<file path="src/rtl/chd_pkg.sv">
package chd_pkg;

	// Field widths
	localparam int unsigned PIX_W   = 8;
	localparam int unsigned PAIR_W  = PIX_W + 1;
	localparam int unsigned QUAD_W  = PIX_W + 2;
	localparam int unsigned WIDTH_W = 11;
	localparam int unsigned HEIGHT_W = 13;
	localparam int unsigned CFG_W   = 13;

	// Configuration register indexes
	localparam logic REG_FRAME_WIDTH  = 1'b0;
	localparam logic REG_FRAME_HEIGHT = 1'b1;

	// Command queue geometry
	localparam int unsigned Q_DEPTH = 4;
	localparam int unsigned Q_AW    = 2;
	localparam int unsigned Q_CW    = 3;

	// One raster pixel
	typedef struct packed {
		logic [PIX_W-1:0] red_diff;
		logic [PIX_W-1:0] blue_diff;
		logic [PIX_W-1:0] luma;
	} pix_t;

	// One 4:2:0 block
	typedef struct packed {
		logic [PIX_W-1:0] luma_top_left;
		logic [PIX_W-1:0] luma_top_right;
		logic [PIX_W-1:0] luma_bottom_left;
		logic [PIX_W-1:0] luma_bottom_right;
		logic [PIX_W-1:0] blue_avg;
		logic [PIX_W-1:0] red_avg;
		logic             last_block;
	} blk_t;

	// Line store word: one pixel pair of the top row
	typedef struct packed {
		logic [PAIR_W-1:0] cr_sum;
		logic [PAIR_W-1:0] cb_sum;
		logic [PIX_W-1:0]  luma_right;
		logic [PIX_W-1:0]  luma_left;
	} entry_t;

	// Front to back command: a finished pixel pair
	typedef struct packed {
		logic   is_write;
		logic   last_block;
		entry_t pair;
	} cmd_t;

	// Queue status seen by both sides
	typedef struct packed {
		logic valid;
		logic full;
	} q_stat_t;

endpackage

</file>
<file path="src/rtl/chd_front.sv">
module chd_front #(
	parameter int unsigned MAX_WIDTH = 1024,
	parameter int unsigned SLOT_W    = 9
) (
	input  logic                            clk,
	input  logic                            arst_n,
	input  logic [chd_pkg::WIDTH_W-1:0]     frame_width,
	input  logic [chd_pkg::HEIGHT_W-1:0]    frame_height,
	input  logic                            pix_valid,
	output logic                            pix_stall,
	input  chd_pkg::pix_t                   pix,
	input  chd_pkg::q_stat_t                q_stat,
	output logic                            push,
	output chd_pkg::cmd_t                   push_cmd,
	output logic [SLOT_W-1:0]               push_slot
);

	localparam int unsigned STORE_DEPTH = MAX_WIDTH / 2;
	localparam int unsigned W = chd_pkg::WIDTH_W;
	localparam int unsigned H = chd_pkg::HEIGHT_W;

	logic [W-1:0]          col_q;
	logic [H-1:0]          row_q;
	chd_pkg::pix_t         held_q;
	logic [W-1:0]          eff_width;
	logic [W-1:0]          col_lim;
	logic [H-1:0]          row_lim;
	logic                  in_range;
	logic                  accept;
	logic                  row_end;
	logic                  frame_end;
	logic [W-2:0]          pair_col;

	// Width saturates at the line store size
	assign eff_width = (32'(frame_width) > MAX_WIDTH) ? W'(MAX_WIDTH) : frame_width;
	assign col_lim   = {eff_width[W-1:1], 1'b0};
	assign row_lim   = {frame_height[H-1:1], 1'b0};
	assign in_range  = (col_q < col_lim) && (row_q < row_lim);

	assign pix_stall = q_stat.full;
	assign accept    = pix_valid && !q_stat.full;

	assign row_end   = ({1'b0, col_q} + 1'b1) >= {1'b0, eff_width};
	assign frame_end = ({1'b0, row_q} + 1'b1) >= {1'b0, frame_height};

	// Pair column index, clamped to the store
	assign pair_col  = col_q[W-1:1];
	assign push_slot = (32'(pair_col) >= STORE_DEPTH) ? SLOT_W'(STORE_DEPTH - 1)
		: SLOT_W'(pair_col);

	// Odd column closes a pair: even row fills the store, odd row finishes a block
	assign push = accept && in_range && col_q[0];
	always_comb begin
		push_cmd.is_write        = !row_q[0];
		push_cmd.last_block      = (({1'b0, row_q} + 1'b1) == {1'b0, row_lim})
			&& (({1'b0, col_q} + 1'b1) == {1'b0, col_lim});
		push_cmd.pair.luma_left  = held_q.luma;
		push_cmd.pair.luma_right = pix.luma;
		push_cmd.pair.cb_sum     = {1'b0, held_q.blue_diff} + {1'b0, pix.blue_diff};
		push_cmd.pair.cr_sum     = {1'b0, held_q.red_diff} + {1'b0, pix.red_diff};
	end

	// Raster position and even-column hold
	always_ff @(posedge clk or negedge arst_n) begin
		if (!arst_n) begin
			col_q  <= '0;
			row_q  <= '0;
			held_q <= '0;
		end else if (accept) begin
			if (in_range && !col_q[0]) begin
				held_q <= pix;
			end
			if (row_end) begin
				col_q <= '0;
				row_q <= frame_end ? '0 : row_q + 1'b1;
			end else begin
				col_q <= col_q + 1'b1;
			end
		end
	end

endmodule

</file>
<file path="config.mk">
export PLATFORM = sky130hd
export DESIGN_NAME = chd_front
export DESIGN_NICKNAME = d
export VERILOG_FILES = /design/src/rtl/chd_pkg.sv /design/src/rtl/chd_front.sv
export SDC_FILE = /design/constraint.sdc
export NUM_CORES = 1
export LEC_CHECK = 0
export ABC_AREA = 1
export BUFFER_PORTS_ARGS = -buffer_cell sky130_fd_sc_hd__buf_2
export CAP_MARGIN = 20
export CORE_MARGIN = 2
export CORE_UTILIZATION = 47
export CTS_CLUSTER_DIAMETER = 50
export CTS_CLUSTER_SIZE = 25
export DETAILED_ROUTE_END_ITERATION = 8
export PLACE_DENSITY = 0.77
export SLEW_MARGIN = 5
export SYNTH_ARGS = -nofsm -noshare
export SYNTH_HDL_FRONTEND = slang
export SYNTH_SLANG_ARGS = --single-unit
</file>
<file path="constraint.sdc">
create_clock -name clk -period 3.3 [get_ports clk]
set_clock_uncertainty 0.2 [all_clocks]
set_input_delay 0.33 -clock clk [delete_from_list [all_inputs] [get_ports clk]]
set_output_delay 0.33 -clock clk [all_outputs]
set_load 0.02 [all_outputs]
</file>
---- Word level (Yosys, flattened, before mapping) ----
Cells that the tools add are included.
storage, ports and cells
  output and inout bits ................... 47
  register bits ........................... 48
  input port bits ......................... 53
  word-level logic and storage cells ...... 34
cells by class
  add/sub/neg operators ................... 6
  muxes and demuxes ....................... 4
  eq/ne operators ......................... 2
  reductions and logical operators ........ 11
  $lt $le $gt $ge ......................... 6
operators by type and width
  cell                     count
  $mux W11                 2
  $add A8 B8 Y9            2
  $add A13 B1 Y14 const B  1
  $eq A14 B13 Y1           1
  $ge A14 B13 Y1           1
  $add A13 B1 Y13 const B  1
  $lt A13 B13 Y1           1
  $mux W13                 1
  $add A11 B1 Y12 const B  1
  $eq A12 B11 Y1           1
  $ge A12 B11 Y1           1
  $add A11 B1 Y11 const B  1
  $gt A11 B11 Y1 const B   1
  $lt A11 B11 Y1           1
  $ge A10 B10 Y1 const B   1
  $mux W9                  1
  $logic_and A1 B1 Y1      6
  $reduce_and A2 Y1        2
  $logic_not A1 Y1         3

---- Logic depth before layout (Yosys ltp) ----
  word-level depth ........................ 6
  mapped depth ............................ 19
  gate-level depth less buffers ........... 18

---- Least setup slack after synthesis ----
OpenSTA, ideal clock, no wires.
  kind .................................... input-to-output
  start ................................... input port frame_width[2] in the netlist's numbering
  end ..................................... output port push
  arrival time ............................ 2191 ps
  slack ................................... 579 ps
  cell stages on the path ................. 13
  path buffers ............................ 1
  required time ........................... 2770 ps
  cell sequence ........................... nor2_1 > nand3_1 > o21bai_4 > nand2_1 > ha_1 > a21oi_1 > o21ai_0 > nand2_1 > nand3_1 > nor2_4 > buf_4 > nand2_1 > nor2_1
between the ends
  cells in the longest elaborated chain, start to end .. 6
RTL lines
  element                             line             text
  start, declared                     chd_front.sv:7   input logic [chd_pkg::WIDTH_W-1:0] frame_width,
  $gt A11 B11 Y1                      chd_front.sv:35  assign eff_width = (32'(frame_width) > MAX_WIDTH) ? W'(MAX_WIDTH) : frame_width;
  $mux W11 *                          chd_front.sv:35
  $lt A11 B11 Y1 *                    chd_front.sv:38  assign in_range = (col_q < col_lim) && (row_q < row_lim);
  $logic_and A1 B1 Y1 *               chd_front.sv:38
  $logic_and A1 B1 Y1 * (2 in a row)  chd_front.sv:52  assign push = accept && in_range && col_q[0];
  end, declared                       chd_front.sv:13  output logic push,
Every way passes the cells marked *; elsewhere a longest branch is shown, timed or not.

==> metrics.txt <==
CP required between 2 and 3 ns; final worst slack about 0.0028 ns; final hold vios 0; Synth Cell Area between 0.004 and 0.005 mm2; die height 101.6 um; DR pass1 iterations 4; Sw Pwr 2.092 mW; Setup WS pre-CTS 0.1180 ns; Post-synth EDFFs 0; clock sink count 48; adder and majority gate portion of the synthesized area 0.1824; register bit count reported by yosys between 40 and 50; worst-path cell chain ha_2 -> nand3_1 -> nor2_2 -> nand2_2 -> nor2_4 -> nand2_1 -> xor2_1 -> inv_1 -> ha_4 -> o21ai_0 -> nor2_2 -> o2111a_1 -> buf_4; Power Internal between 1.5 and 2 mW; area of the die slightly above 0.01 mm2; dpl hpwl between 8 and 9 mm; Core ar. 0.009240 mm2; syn_nets between 700 and 800; synthesized instance count 614; power density cells just under 800 mW/mm2; first-pass GRT wire length ~18 mm; Mean Syn Cell Area about 7.3 um2; simple-gate share of the synthesized area 0.2945; initial DRC count roughly 120; Final min period between 3 and 4 ns; CP top delay family simple AND/OR/NAND/NOR gates; Final Max Tran Viols 0; CP Max Fanout 4; Final Cell Area just over 0.005 mm2; register area share after synthesis 0.2685; Sequential Power Share 0.258; # setup viols final 0; LEAKAGE 2.998 nW; max cap viols 0; Fin Hold WS slightly above 0.08 ns; Worst R2R Start col_q[0]$_DFFE_PN0P_; port bufs 98; Post-Layout Cell Count around 830; Slowest-stage cell, CP dfrtp_1; Final Util 0.5606; via count of the first global-routing pass roughly 4300; largest family of logic cells by synthesized area simple AND/OR/NAND/NOR gates; worst path bufs/invs 2; Initial Utilization 0.4841; die width 101.6 um; Placement Cell Area 0.004965 mm2; Worst Hold Depth 3; Max-slew headroom 0.5672; placed insts 818; Slew @ Worst Pin roughly 0.65 ns; fmax slightly above 0.3 GHz; switching share of power 0.5163; WL per Instance about 13 um; Congestion Overflow GR 0; HP Class in2reg; R2R Setup Slk ~0.30 ns; Clk pin slew, worst setup/hold paths about 0.10 ns; CTS tree yes; crit path launch type register; Fillers 929; DRC Markers 0; ys async rst share 1.000; root buffer cell clkbuf_8; Clock power frac 0.097; Compound-Gate Fraction of Synth Area 0.08084; # rows 35; Final GP Congestion roughly 0.90; Via density 5.146; Final nets roughly 800; Total Routed Length 11.03 mm; type of the worst setup path reg2out; largest net degree at the start of global routing 30; Distinct cells, synth 38; Main synth FF type dfrtp_1; Pwr Total between 4 and 5 mW; outcome finished clean; H-tree levels 2; Critical Path End Type output pin; share of cells above drive strength 1 0.2113; worst skew pair latency about 0.30 ns; final critical-path share of the clock period 0.9992; synth warn 0; I/O pin count 100; Worst Hold End push_cmd[4]$_DFFE_PN0P_; worst ir drop on vdd just over 0.0003 V; xor/xnor cell area share of the yosys netlist 0.05483; gr usage total 0.2176; WP data arrival roughly 2.8 ns; Vias roughly 4300; clock buffer count from CTS 5; Comb pwr share 0.645; worst reg2reg path depth 15; cell mode on critical path nor2_2; multiplexer share of the synthesized area 0; Longest Clk Path Bufs 2; Worst path max stage delay slightly above 0.4 ns; critical path depth in cells 13; Syn-to-layout area delta 15.80%; ANT nets after route 0; setup TNS 0 ns; # diodes 0; initial antenna violation count 0; RR Endpoint col_q[6]$_DFFE_PN0P_; hold_sp pix[4]
worst max-delay path by stage:
stage | startpoint | end | slack, ns
after floorplan | frame_width[2] | push | 0.58
after global placement | row_q[0]$_DFFE_PN0P_ | row_q[1]$_DFFE_PN0P_ | 0.22
after detailed placement | row_q[0]$_DFFE_PN0P_ | row_q[2]$_DFFE_PN0P_ | 0.12
after CTS | row_q[0]$_DFFE_PN0P_ | push_cmd[34] | 0.008
after global routing | row_q[0]$_DFFE_PN0P_ | push_cmd[34] | -0.11
final | row_q[0]$_DFFE_PN0P_ | push_cmd[34] | 0.003
cell families after synthesis:
kind of cell | count (synthesis)
simple gates | 299
buf+inv | 112
fa+ha+maj | 64
compound gates | 63
flops | 48
xor+xnor | 28
power by group through the flow:
stage	combinational (mW)	clock (mW)	sequential [mW]
final	2.61	0.391	1.05
after global routing	2.97	0.425	1.08
after CTS	2.56	0.408	1.05
after detailed placement	2.54	0	1.06
after global placement	2.46	0	1.04
after floorplan	1.96	0	0.997
final cells by class:
class,instances,area (um2),share of cell area
Clock buffer,6,82.58,0.01594
Clock inverter,2,15.01,0.002899
Inverter,79,296.5,0.05725
Multi-Input combinational cell,454,2791,0.5389
Sequential cell,48,1202,0.2321
Tap cell,129,161.4,0.03116
Timing Repair Buffer,116,630.6,0.1217
cells in the mapped netlist, types with 2 or more instances:
cell type	n	area, um2
buf_2	2	10.01
ha_1	62	775.7
dfrtp_1	48	1201
inv_1	77	289.0
o21ai_0	21	105.1
nor2_1	45	168.9
buf_6	4	45.04
clkbuf_1	5	18.77
xnor2_1	2	17.52
nor3_1	5	25.02
o21ai_1	3	15.01
a21oi_1	27	135.1
nand2_1	171	641.9
nand3_1	34	170.2
o211ai_1	2	15.01
xor2_1	26	227.7
fa_1	2	40.04
nand4_1	31	193.9
nor2_2	2	12.51
inv_2	2	7.510
a21o_1	2	15.01
buf_4	21	157.7
o21bai_1	4	30.03
nand2_2	2	12.51
worst reg2reg max path, cell delays in order (launching register included):
cell	delay [ns]
dfrtp_1	0.39
ha_1	0.21
nand3_1	0.17
nor3_4	0.29
nand4_1	0.14
xor2_1	0.18
ha_1	0.35
buf_4	0.14
inv_1	0.04
nor2_1	0.04
nor2_1	0.14
nand2_2	0.10
nor2_2	0.14
buf_4	0.21
nand3_1	0.10
o21ai_0	0.09
layer usage:
metal,vias up,track usage,part of all wire
li1,2165,-,-
met1,2003,0.2698,0.43
met2,104,0.3892,0.51
met3,20,0.02761,0.035
met4,0,0.07277,0.017
met5,-,0,0
registers in the layout, summed over array words and instances (netlist names):
signal    flops
held_q       16
push_cmd      8
row_q        13
col_q        11
placed cells by master, fill, tap and decap left out, drive strengths merged, types with 5 or more instances in the layout:
master,n
buf,115
clkbuf,6
inv,79
nand2,173
xor2,26
a21oi,27
o21bai,5
nand4,31
nor3,7
nand3,36
nor2,48
ha,62
o21ai,25
dfrtp,48
timing repair:
item                                    CTS  global route
hold buffers                              1             0
setup buffers                             0             7
endpoints found under the setup margin    1            14
hold endpoints to repair                 25             0
pin swaps                                 0             5
resized for setup                         2            12
No activity file was read; power rests on OpenSTA's default activity.
