## src/rtl/chd_pkg.sv

```systemverilog
package chd_pkg;

	// Field widths
	localparam int unsigned PIX_W   = 8;
	localparam int unsigned PAIR_W  = PIX_W + 1;
	localparam int unsigned QUAD_W  = PIX_W + 2;
	localparam int unsigned WIDTH_W = 11;
	localparam int unsigned HEIGHT_W = 13;
	localparam int unsigned CFG_W   = 13;

	// Configuration register indexes
	localparam logic REG_FRAME_WIDTH  = 1'b0;
	localparam logic REG_FRAME_HEIGHT = 1'b1;

	// Command queue geometry
	localparam int unsigned Q_DEPTH = 4;
	localparam int unsigned Q_AW    = 2;
	localparam int unsigned Q_CW    = 3;

	// One raster pixel
	typedef struct packed {
		logic [PIX_W-1:0] red_diff;
		logic [PIX_W-1:0] blue_diff;
		logic [PIX_W-1:0] luma;
	} pix_t;

	// One 4:2:0 block
	typedef struct packed {
		logic [PIX_W-1:0] luma_top_left;
		logic [PIX_W-1:0] luma_top_right;
		logic [PIX_W-1:0] luma_bottom_left;
		logic [PIX_W-1:0] luma_bottom_right;
		logic [PIX_W-1:0] blue_avg;
		logic [PIX_W-1:0] red_avg;
		logic             last_block;
	} blk_t;

	// Line store word: one pixel pair of the top row
	typedef struct packed {
		logic [PAIR_W-1:0] cr_sum;
		logic [PAIR_W-1:0] cb_sum;
		logic [PIX_W-1:0]  luma_right;
		logic [PIX_W-1:0]  luma_left;
	} entry_t;

	// Front to back command: a finished pixel pair
	typedef struct packed {
		logic   is_write;
		logic   last_block;
		entry_t pair;
	} cmd_t;

	// Queue status seen by both sides
	typedef struct packed {
		logic valid;
		logic full;
	} q_stat_t;

endpackage

```

## src/rtl/chd_queue.sv

```systemverilog
module chd_queue #(
	parameter int unsigned SLOT_W = 9
) (
	input  logic                 clk,
	input  logic                 arst_n,
	input  logic                 push,
	input  chd_pkg::cmd_t        push_cmd,
	input  logic [SLOT_W-1:0]    push_slot,
	input  logic                 pop,
	output chd_pkg::q_stat_t     q_stat,
	output chd_pkg::cmd_t        pop_cmd,
	output logic [SLOT_W-1:0]    pop_slot
);

	chd_pkg::cmd_t             cmd_q  [chd_pkg::Q_DEPTH];
	logic [SLOT_W-1:0]         slot_q [chd_pkg::Q_DEPTH];
	logic [chd_pkg::Q_AW-1:0]  wr_ptr_q;
	logic [chd_pkg::Q_AW-1:0]  rd_ptr_q;
	logic [chd_pkg::Q_CW-1:0]  count_q;

	assign q_stat.valid = (count_q != '0);
	assign q_stat.full  = (count_q == chd_pkg::Q_CW'(chd_pkg::Q_DEPTH));
	assign pop_cmd      = cmd_q[rd_ptr_q];
	assign pop_slot     = slot_q[rd_ptr_q];

	// Entry storage
	always_ff @(posedge clk) begin
		if (push) begin
			cmd_q[wr_ptr_q]  <= push_cmd;
			slot_q[wr_ptr_q] <= push_slot;
		end
	end

	// Pointers and fill level
	always_ff @(posedge clk or negedge arst_n) begin
		if (!arst_n) begin
			wr_ptr_q <= '0;
			rd_ptr_q <= '0;
			count_q  <= '0;
		end else begin
			if (push) begin
				wr_ptr_q <= wr_ptr_q + 1'b1;
			end
			if (pop) begin
				rd_ptr_q <= rd_ptr_q + 1'b1;
			end
			unique case ({push, pop})
				2'b10:   count_q <= count_q + 1'b1;
				2'b01:   count_q <= count_q - 1'b1;
				default: count_q <= count_q;
			endcase
		end
	end

endmodule

```

## config.mk

```make
export PLATFORM = sky130hd
export DESIGN_NAME = chd_queue
export DESIGN_NICKNAME = d
export VERILOG_FILES = /design/src/rtl/chd_pkg.sv /design/src/rtl/chd_queue.sv
export SDC_FILE = /design/constraint.sdc
export NUM_CORES = 1
export LEC_CHECK = 0
export BUFFER_PORTS_ARGS = -buffer_cell sky130_fd_sc_hd__buf_2
export CORE_UTILIZATION = 35
export DETAILED_ROUTE_END_ITERATION = 12
export GPL_ROUTABILITY_DRIVEN = 0
export SYNTH_ARGS = -nofsm -noshare
export SYNTH_HDL_FRONTEND = slang
export SYNTH_SLANG_ARGS = --single-unit
```

## constraint.sdc

```tcl
create_clock -name clk -period 2.55 [get_ports clk]
set_clock_uncertainty 0.2 [all_clocks]
set_input_delay 0.51 -clock clk [delete_from_list [all_inputs] [get_ports clk]]
set_output_delay 0.51 -clock clk [all_outputs]
set_load 0.01 [all_outputs]
```

# Yosys cells after proc, flatten, opt, wreduce, memory -nomap -nowiden
# Memory sizes are Yosys's and may differ from the RTL's.
# Index checks and enable logic that the tools add are counted.
# classes
addsub,4
n_eq_ne,3
muxes,3
n_reduce_logical,2
# op_table
cell,count
3-bit case mux with 2 select lines,1
"2-bit by 1-bit adder with 2-bit output, second input constant",2
"3-bit by 1-bit adder with 3-bit output, second input constant",1
"3-bit equality test, second input constant",1
3-bit nonzero test,1
"3-bit by 1-bit subtractor with 3-bit output, second input constant",1
"2-bit by 1-bit equality test with 1-bit output, second input constant",1
"2-bit equality test, second input constant",1
1-bit two-way mux,2
2-bit nonzero test,1
# totals
register_bits,7
ram_bits,180
elab_cells,17
mem_count,2
# memory_table
memory,words,word_bits,rd,rd_clocked_by_memory_dff,write_ports,line,source
cmd_q,4,36,1,0,1,chd_queue.sv:15,chd_pkg::cmd_t cmd_q [chd_pkg::Q_DEPTH];
slot_q,4,9,1,0,1,chd_queue.sv:16,logic [SLOT_W-1:0] slot_q [chd_pkg::Q_DEPTH];

# Logic depth before layout (Yosys ltp)
# Gate-level depths: netlist of the first run.
# depth
ltp_word,2
depth_mapped,6
depth_no_buf,6

# Worst setup path after synthesis of the first run
# Ideal clock, no wire load.
# synth_path
kind,register -> register
start,reg wr_ptr_q[0] (netlist name)
end,mem cmd_q[0][0] (netlist name) (enable)
setup_ns,0.407
arrival_time_ns,1.701
setup_slack_ns,0.242
stages_incl_launch_ff,4
n_path_buf,0
cell_sequence,dfrtp_1 > inv_1 > ha_1 > and2_1
# synth_rtl
element,line,source
"start, declared",chd_queue.sv:17,logic [chd_pkg::Q_AW-1:0] wr_ptr_q;
"start signal, assigned",chd_queue.sv:42,wr_ptr_q <= wr_ptr_q + 1'b1;
"end, declared",chd_queue.sv:15,
# No word-level cell before the write port.

==> results of run 1 <==
## worst min-delay path by stage
stage,depth (start not counted),to,startpoint,slack [ps]
2_1_floorplan,0,count_q[0],arst_n,10
3_3_place_gp,1,count_q[1],arst_n,150
3_5_place_dp,1,count_q[0],arst_n,160
4_1_cts,1,slot_q[2][4],push_slot[4],70
5_1_grt,1,cmd_q[0][17],push_cmd[17],80
6_report,1,cmd_q[0][17],push_cmd[17],100
## logic make-up after synthesis
| group | share of synthesized area, % |
|---|---|
| buf+inv | 1.594 |
| fa+ha+maj | 1.196 |
| xor+xnor | 0.7611 |
| simple gates | 0.7248 |
| compound gates | 0.07241 |
| mux | 14.84 |
| flops | 80.81 |
## worst max-delay path, delay by kind of cell, from the launching register on
kind	cells	cell delay [ps]
flops	1	440
buf+inv	2	390
mux	1	550
## through the flow
stage,hold WS (ps),setup WS [ps],utilization (%)
final,95.27,9.491,43.17
after global routing,75.32,-63.10,43.16
after CTS,73.04,-38.22,43.16
after detailed placement,156.9,440.0,39.94
after global placement,150.6,445.2,39.94
after floorplan,14.41,242.1,-
## layout by cell type, fill, tap and decap left out, types with 4 or more instances in the layout
cell type    n
and2_2       4
inv_6        4
ha_1         5
edfxtp_1   180
mux4_2      45
buf_4        6
clkbuf_16   17
buf_12       4
buf_2       95
dfrtp_1      5
## where the power goes
group / internal [W] / total, W / leakage, nW / switching (W)
combinational: 0.00130 / 0.00274 / 0.841 / 0.00144
clock: 0.00156 / 0.00274 / 0.292 / 0.00117
sequential: 0.00403 / 0.00418 / 1.73 / 0.000153
total: 0.00689 / 0.00966 / 2.87 / 0.00277
## flip-flops by register name, indices dropped and copies added (netlist names)
| signal | count |
|---|---|
| cmd_q | 144 |
| wr_ptr_q | 2 |
| rd_ptr_q | 2 |
| slot_q | 36 |
| count_q | 3 |
## routing by layer
metal / vias up / wire length (microns) / share of wire (%)
li1: 1369 / - / -
met1: 1638 / 5296 / 43
met2: 73 / 6355 / 51
met3: 18 / 547 / 4.4
met4: 0 / 225 / 1.8
met5: - / 0 / 0
## layout make-up
| cell class | instances | area [sq um] |
|---|---|---|
| Sequential cell | 187 | 5585 |
| Clock buffer | 17 | 425.4 |
| Tap cell | 265 | 331.6 |
| Timing Repair Buffer | 106 | 610.6 |
| Inverter | 3 | 11.26 |
| Clock inverter | 15 | 187.7 |
| Antenna cell | 1 | 2.502 |
| Multi-Input combinational cell | 68 | 1220 |
| Fill cell | 1729 | 11020 |
## timing repair
item                                    CTS  global route
endpoints found under the setup margin   36            45
gates resized for setup                   0             0
hold buffers                              1             0
endpoints found under the hold margin     7             0
==> impl_metrics.csv, run 1 <==
group,metric,value,unit
detailed_routing,drcViolationCount,0,
global_routing,met2_usage,21.75,%
finish,layout-drive-gt1-share,47.47,%
sta,tightest_slew,432.8,ps
pwr,p_leak,2.867,nW
placement,dp_hpwl,7193,microns
detailed_routing,vias,3098,
detailed_routing,vias_per_cell,4.680,
floorplanning,die_y,142.5,microns
global_routing,busiest_layer,"met2",
synthesis,synth_area_leaders,"edfxtp_1 (78%), mux4_2 (15%), dfrtp_1 (2.5%), ha_1 (0.91%), buf_12 (0.58%)",
placement,dp.cells,628,
sta,hold_violations,0,
synthesis,yosysMostFrequentCell,"edfxtp_1",
finish,final_cell_area,8374,sq um
clock_network,clk_latency,430,ps
detailed_routing,drt-pass1-iter-count,4,
synthesis,ys_seq_elements,187,
clock_network,cts_made_buffers,17,
synthesis,synth_edf_count,180,
setup_path,ff2ff_setup_slack,790,ps
synthesis,ys.flop_type,"edfxtp_1",
setup_path,worstPathCellList,"buf_12 -> mux4_2 -> buf_2",
synthesis,ys_top_cells_by_count,"edfxtp_1 (180), mux4_2 (45), dfrtp_1 (7)",
setup_path,crit_path_top_delay_cell,"mux4_2",
setup_path,crit_type,"reg2out",
detailed_routing,totalWireLength,12430,microns
sta,period_minus_slack,2541,ps
global_routing,grt_pass1_vias,3296,
global_routing,grt_util_met3,3.802,%
global_routing,overflow,0,
sta,fin_setup_tns,0,ps
floorplanning,die_area,20290,sq um
synthesis,syn-mean-instance-area,25.77,sq um
placement,port_buffers,95,
global_routing,grt_max_degree,41,
status,outcome,"complete, no violations",
detailed_routing,ant_nets,0,
sta,post-route-period-util,99.63,%
detailed_routing,routedWlPerCell,18.77,microns
finish,fin_cells,662,
synthesis,synth_top_area_share,78.28,%
finish,area_growth,21.27,%
clock_network,clkTransAtPathRegs,70,ps
placement,place_area,7749,sq um
global_routing,antenna_found_initial,0,
setup_path,start_kind,"register",
finish,nets,438,
synthesis,synth_warnings,0,
clock_network,post_cts_buffers,0,
setup_path,slowest_delay,550,ps
global_routing,met1_usage,16.00,%
synthesis,synth_fp_nets,323,
setup_path,cp-endpoint,"pop_cmd[8]",
synthesis,synth_seq_area_share,80.81,%
sta,finalMaxSlewViolations,0,
pwr,finalPower,0.009660,W
clock_network,cts_sinks,187,
setup_path,arrival,1830,ps
pwr,vdd_drop_max,0.6172,mV
clock_network,clockRootBuffer,"clkbuf_16",
setup_path,startpoint,"rd_ptr_q[0]",
clock_network,clockBufferDepth,2,
floorplanning,ios,96,
detailed_routing,drt-initial-drc-count,146,
synthesis,synth_cells,268,
floorplanning,core_area,19400,sq um
pwr,p_per_area,1153,nW/um^2
setup_path,r2r_start,"wr_ptr_q[0]",
floorplanning,row_count,51,
clock_network,cts_tree,"done",
floorplanning,die_x,142.5,microns
setup_path,critPathRequiredTime,1840,ps
sta,slew_headroom,71.15,%
synthesis,synth.distinct_cells,20,
global_routing,track_usage,13.14,%
floorplanning,initial_utilization,35.60,%
sta,timing.fmax,0.3936,GHz
synthesis,yosysTopAreaCell,"edfxtp_1",
clock_network,htree_num_levels,4,
flow_run,maxCapViolations,0,
setup_path,cp-end-kind,"output pin",
sta,rsz0062_at_grt,"true",
global_routing,grt_pass1_wl,18860,microns
min_path,min_path_type,"in2reg",
synthesis,async_flop_share,3.743,%
setup_path,crit_fanout,24,
setup_path,ff2ff_path_depth,4,
setup_path,r2r-end,"cmd_q[0][24]",
sta,setup_viol,0,
synthesis,syn-cell-area,6905,sq um
Power figures use the tool's default switching activity.
==> run 2: changes to the inputs <==
PLACE_DENSITY_LB_ADDON = 0.05   (was unset)
==> run 2 against run 1 <==
Against the previous run: the run now ends with negative setup slack left; count of clock-buffer cells in the layout up 1; combinational power up 8.0%; sequential share of layout area down 0.89 points; critical endpoint is now pop_cmd[9]; largest cell class unchanged; largest power group unchanged; highest routed layer unchanged.
==> impl_metrics.csv, run 2 (synthesis results as in run 1) <==
group,metric,value,unit
placement,dp_hpwl,7658,microns
finish,final_common_cell,"edfxtp_1",
sta,timing.fmax,0.3872,GHz
sta,fin_setup_tns,-242.9,ps
clock_network,cts_made_buffers,17,
floorplanning,row_count,51,
finish,area_growth,22.92,%
global_routing,antenna_found_initial,1,
status,violations,"negative setup slack",
pwr,clockPowerShare,28.2,%
global_routing,overflow,0,
min_path,min_path_type,"in2reg",
sta,hold_violations,0,
global_routing,grt_pass1_wl,19630,microns
finish,nFillCells,1733,
pwr,seq_power_share,42.2,%
placement,place_area,7766,sq um
finish,largest_register_ffs,144,
sta,finalMaxSlewViolations,0,
clock_network,cts_tree,"done",
finish,nets,444,
pwr,vdd_drop_max,0.5550,mV
global_routing,grt_pass1_vias,3299,
sta,slew_headroom,69.76,%
sta,post-route-period-util,101.3,%
setup_path,ff2ff_setup_slack,800,ps
floorplanning,die_x,142.5,microns
floorplanning,core_area,19400,sq um
detailed_routing,drt-pass1-iter-count,5,
min_path,hp-start,"push_cmd[5]",
sta,rsz0062_at_grt,"true",
status,outcome,"finished with violations",
clock_network,clockBufferDepth,2,
pwr,p_leak,2.934,nW
sta,period_minus_slack,2583,ps
pwr,switching_power,0.002739,W
finish,final_cell_area,8488,sq um
setup_path,r2r_start,"wr_ptr_q[0]",
detailed_routing,routedWlPerCell,19.47,microns
pwr,internal-power,0.007231,W
setup_path,start_kind,"register",
setup_path,crit_fanout,8,
sta,fin_ws,-32.72,ps
setup_path,arrival,1870,ps
sta,setup_viol,9,
detailed_routing,vias,3097,
floorplanning,die_area,20290,sq um
pwr,comb_power_share,29.6,%
floorplanning,ios,96,
finish,largest_register,"cmd_q",
detailed_routing,ant_nets,0,
global_routing,track_usage,13.82,%
clock_network,clk_latency,420,ps
detailed_routing,vias_per_cell,4.650,
min_path,hold_end,"cmd_q[1][5]",
finish,layout-drive-gt1-share,47.50,%
floorplanning,die_y,142.5,microns
flow_run,maxCapViolations,0,
setup_path,crit_type,"reg2out",
min_path,hold_depth,1,
placement,port_buffers,95,
detailed_routing,drcViolationCount,0,
detailed_routing,drt-initial-drc-count,126,
pwr,swShare,27.47,%
sta,tightest_slew,453.7,ps
clock_network,htree_num_levels,4,
finish,reg_top3,"cmd_q: 144 flops, slot_q: 36 flops, count_q: 3 flops",
setup_path,critPathRequiredTime,1840,ps
clock_network,clockRootBuffer,"clkbuf_16",
global_routing,grt_max_degree,29,
clock_network,clkTransAtPathRegs,70,ps
setup_path,cp-end-kind,"output pin",
finish,layout_common_cells,"edfxtp_1 (180), buf_2 (88), mux4_2 (45)",
clock_network,cts_sinks,187,
detailed_routing,totalWireLength,12970,microns
pwr,p_per_area,1175,nW/um^2
setup_path,r2r-end,"cmd_q[2][3]",
floorplanning,initial_utilization,35.60,%
setup_path,ff2ff_path_depth,4,
[run 2: changes by cell type in the layout (fill, tap and decap cells not counted), sizes merged]
cell	before	now
inv	9	5
buf	105	110
bufinv	3	5
bufbuf	0	1
clkbuf	17	18
clkinv	3	4
clkinvlp	3	1
[run 2: critical path: stages, from the launching register on]
cell	delay (ps)
dfrtp_4	500
bufbuf_16	310
mux4_2	490
buf_2	150
[run 2: layout make-up]
| cell class | instances | area [sq um] | area share, % |
|---|---|---|---|
| flip-flops and latches | 187 | 5585 | 65.80 |
| multi-input cells | 68 | 1220 | 14.37 |
| repair buffers | 112 | 711.9 | 8.387 |
| clock buffers | 18 | 429.2 | 5.056 |
| well taps | 265 | 331.6 | 3.906 |
| clock inverters | 12 | 196.4 | 2.314 |
| inverters | 3 | 11.26 | 0.1327 |
| diodes | 1 | 2.502 | 0.02948 |
[run 2: timing repair]
action,4_1_cts,5_1_grt
pin swaps,0,0
gates cloned,1,0
hold endpoints to repair,7,0
gates resized for setup,2,5
setup buffers,1,0
hold buffers,1,0
endpoints found under the setup margin,35,31
[run 2: worst max path at each step]
stage	cells after the start	slack, ps	end	from
6_report	3	-30	pop_cmd[9]	rd_ptr_q[0]
5_1_grt	3	-110	pop_cmd[23]	rd_ptr_q[0]
4_1_cts	3	-80	pop_cmd[23]	rd_ptr_q[0]
3_5_place_dp	3	370	pop_cmd[0]	rd_ptr_q[0]
3_3_place_gp	3	370	pop_cmd[0]	rd_ptr_q[0]
2_1_floorplan	3	240	cmd_q[0][0]	wr_ptr_q[0]
[run 2: metrics by stage]
stage               utilization [%]  hold WS (ps)  instances  power [W]  setup slack (ps)
CTS                           43.58         76.97        665    0.01010            -82.67
detailed placement            40.03         161.1        632   0.007160             367.7
global placement              40.03         155.5        632   0.007146             367.5
finish                        43.76         100.5        666   0.009969            -32.72
floorplan                         -         14.41        268   0.006071             242.1
global route                  43.74         77.11        665    0.01047            -110.7
[run 2: layer usage]
metal  wire length, microns  track usage (%)  part of all wire, %
met1                   5774            17.67                   45
met2                   6584            22.32                   51
met3                    454            4.004                  3.5
met4                    157            5.263                  1.2
met5                      0                0                    0
[run 2: power by group through the flow]
stage	logic (W)	registers (W)	clock network, W
after global placement	0.00288	0.00426	0
final	0.00296	0.00420	0.00281
after floorplan	0.00186	0.00421	0
after CTS	0.00300	0.00422	0.00288
after detailed placement	0.00288	0.00428	0
after global routing	0.00323	0.00425	0.00300
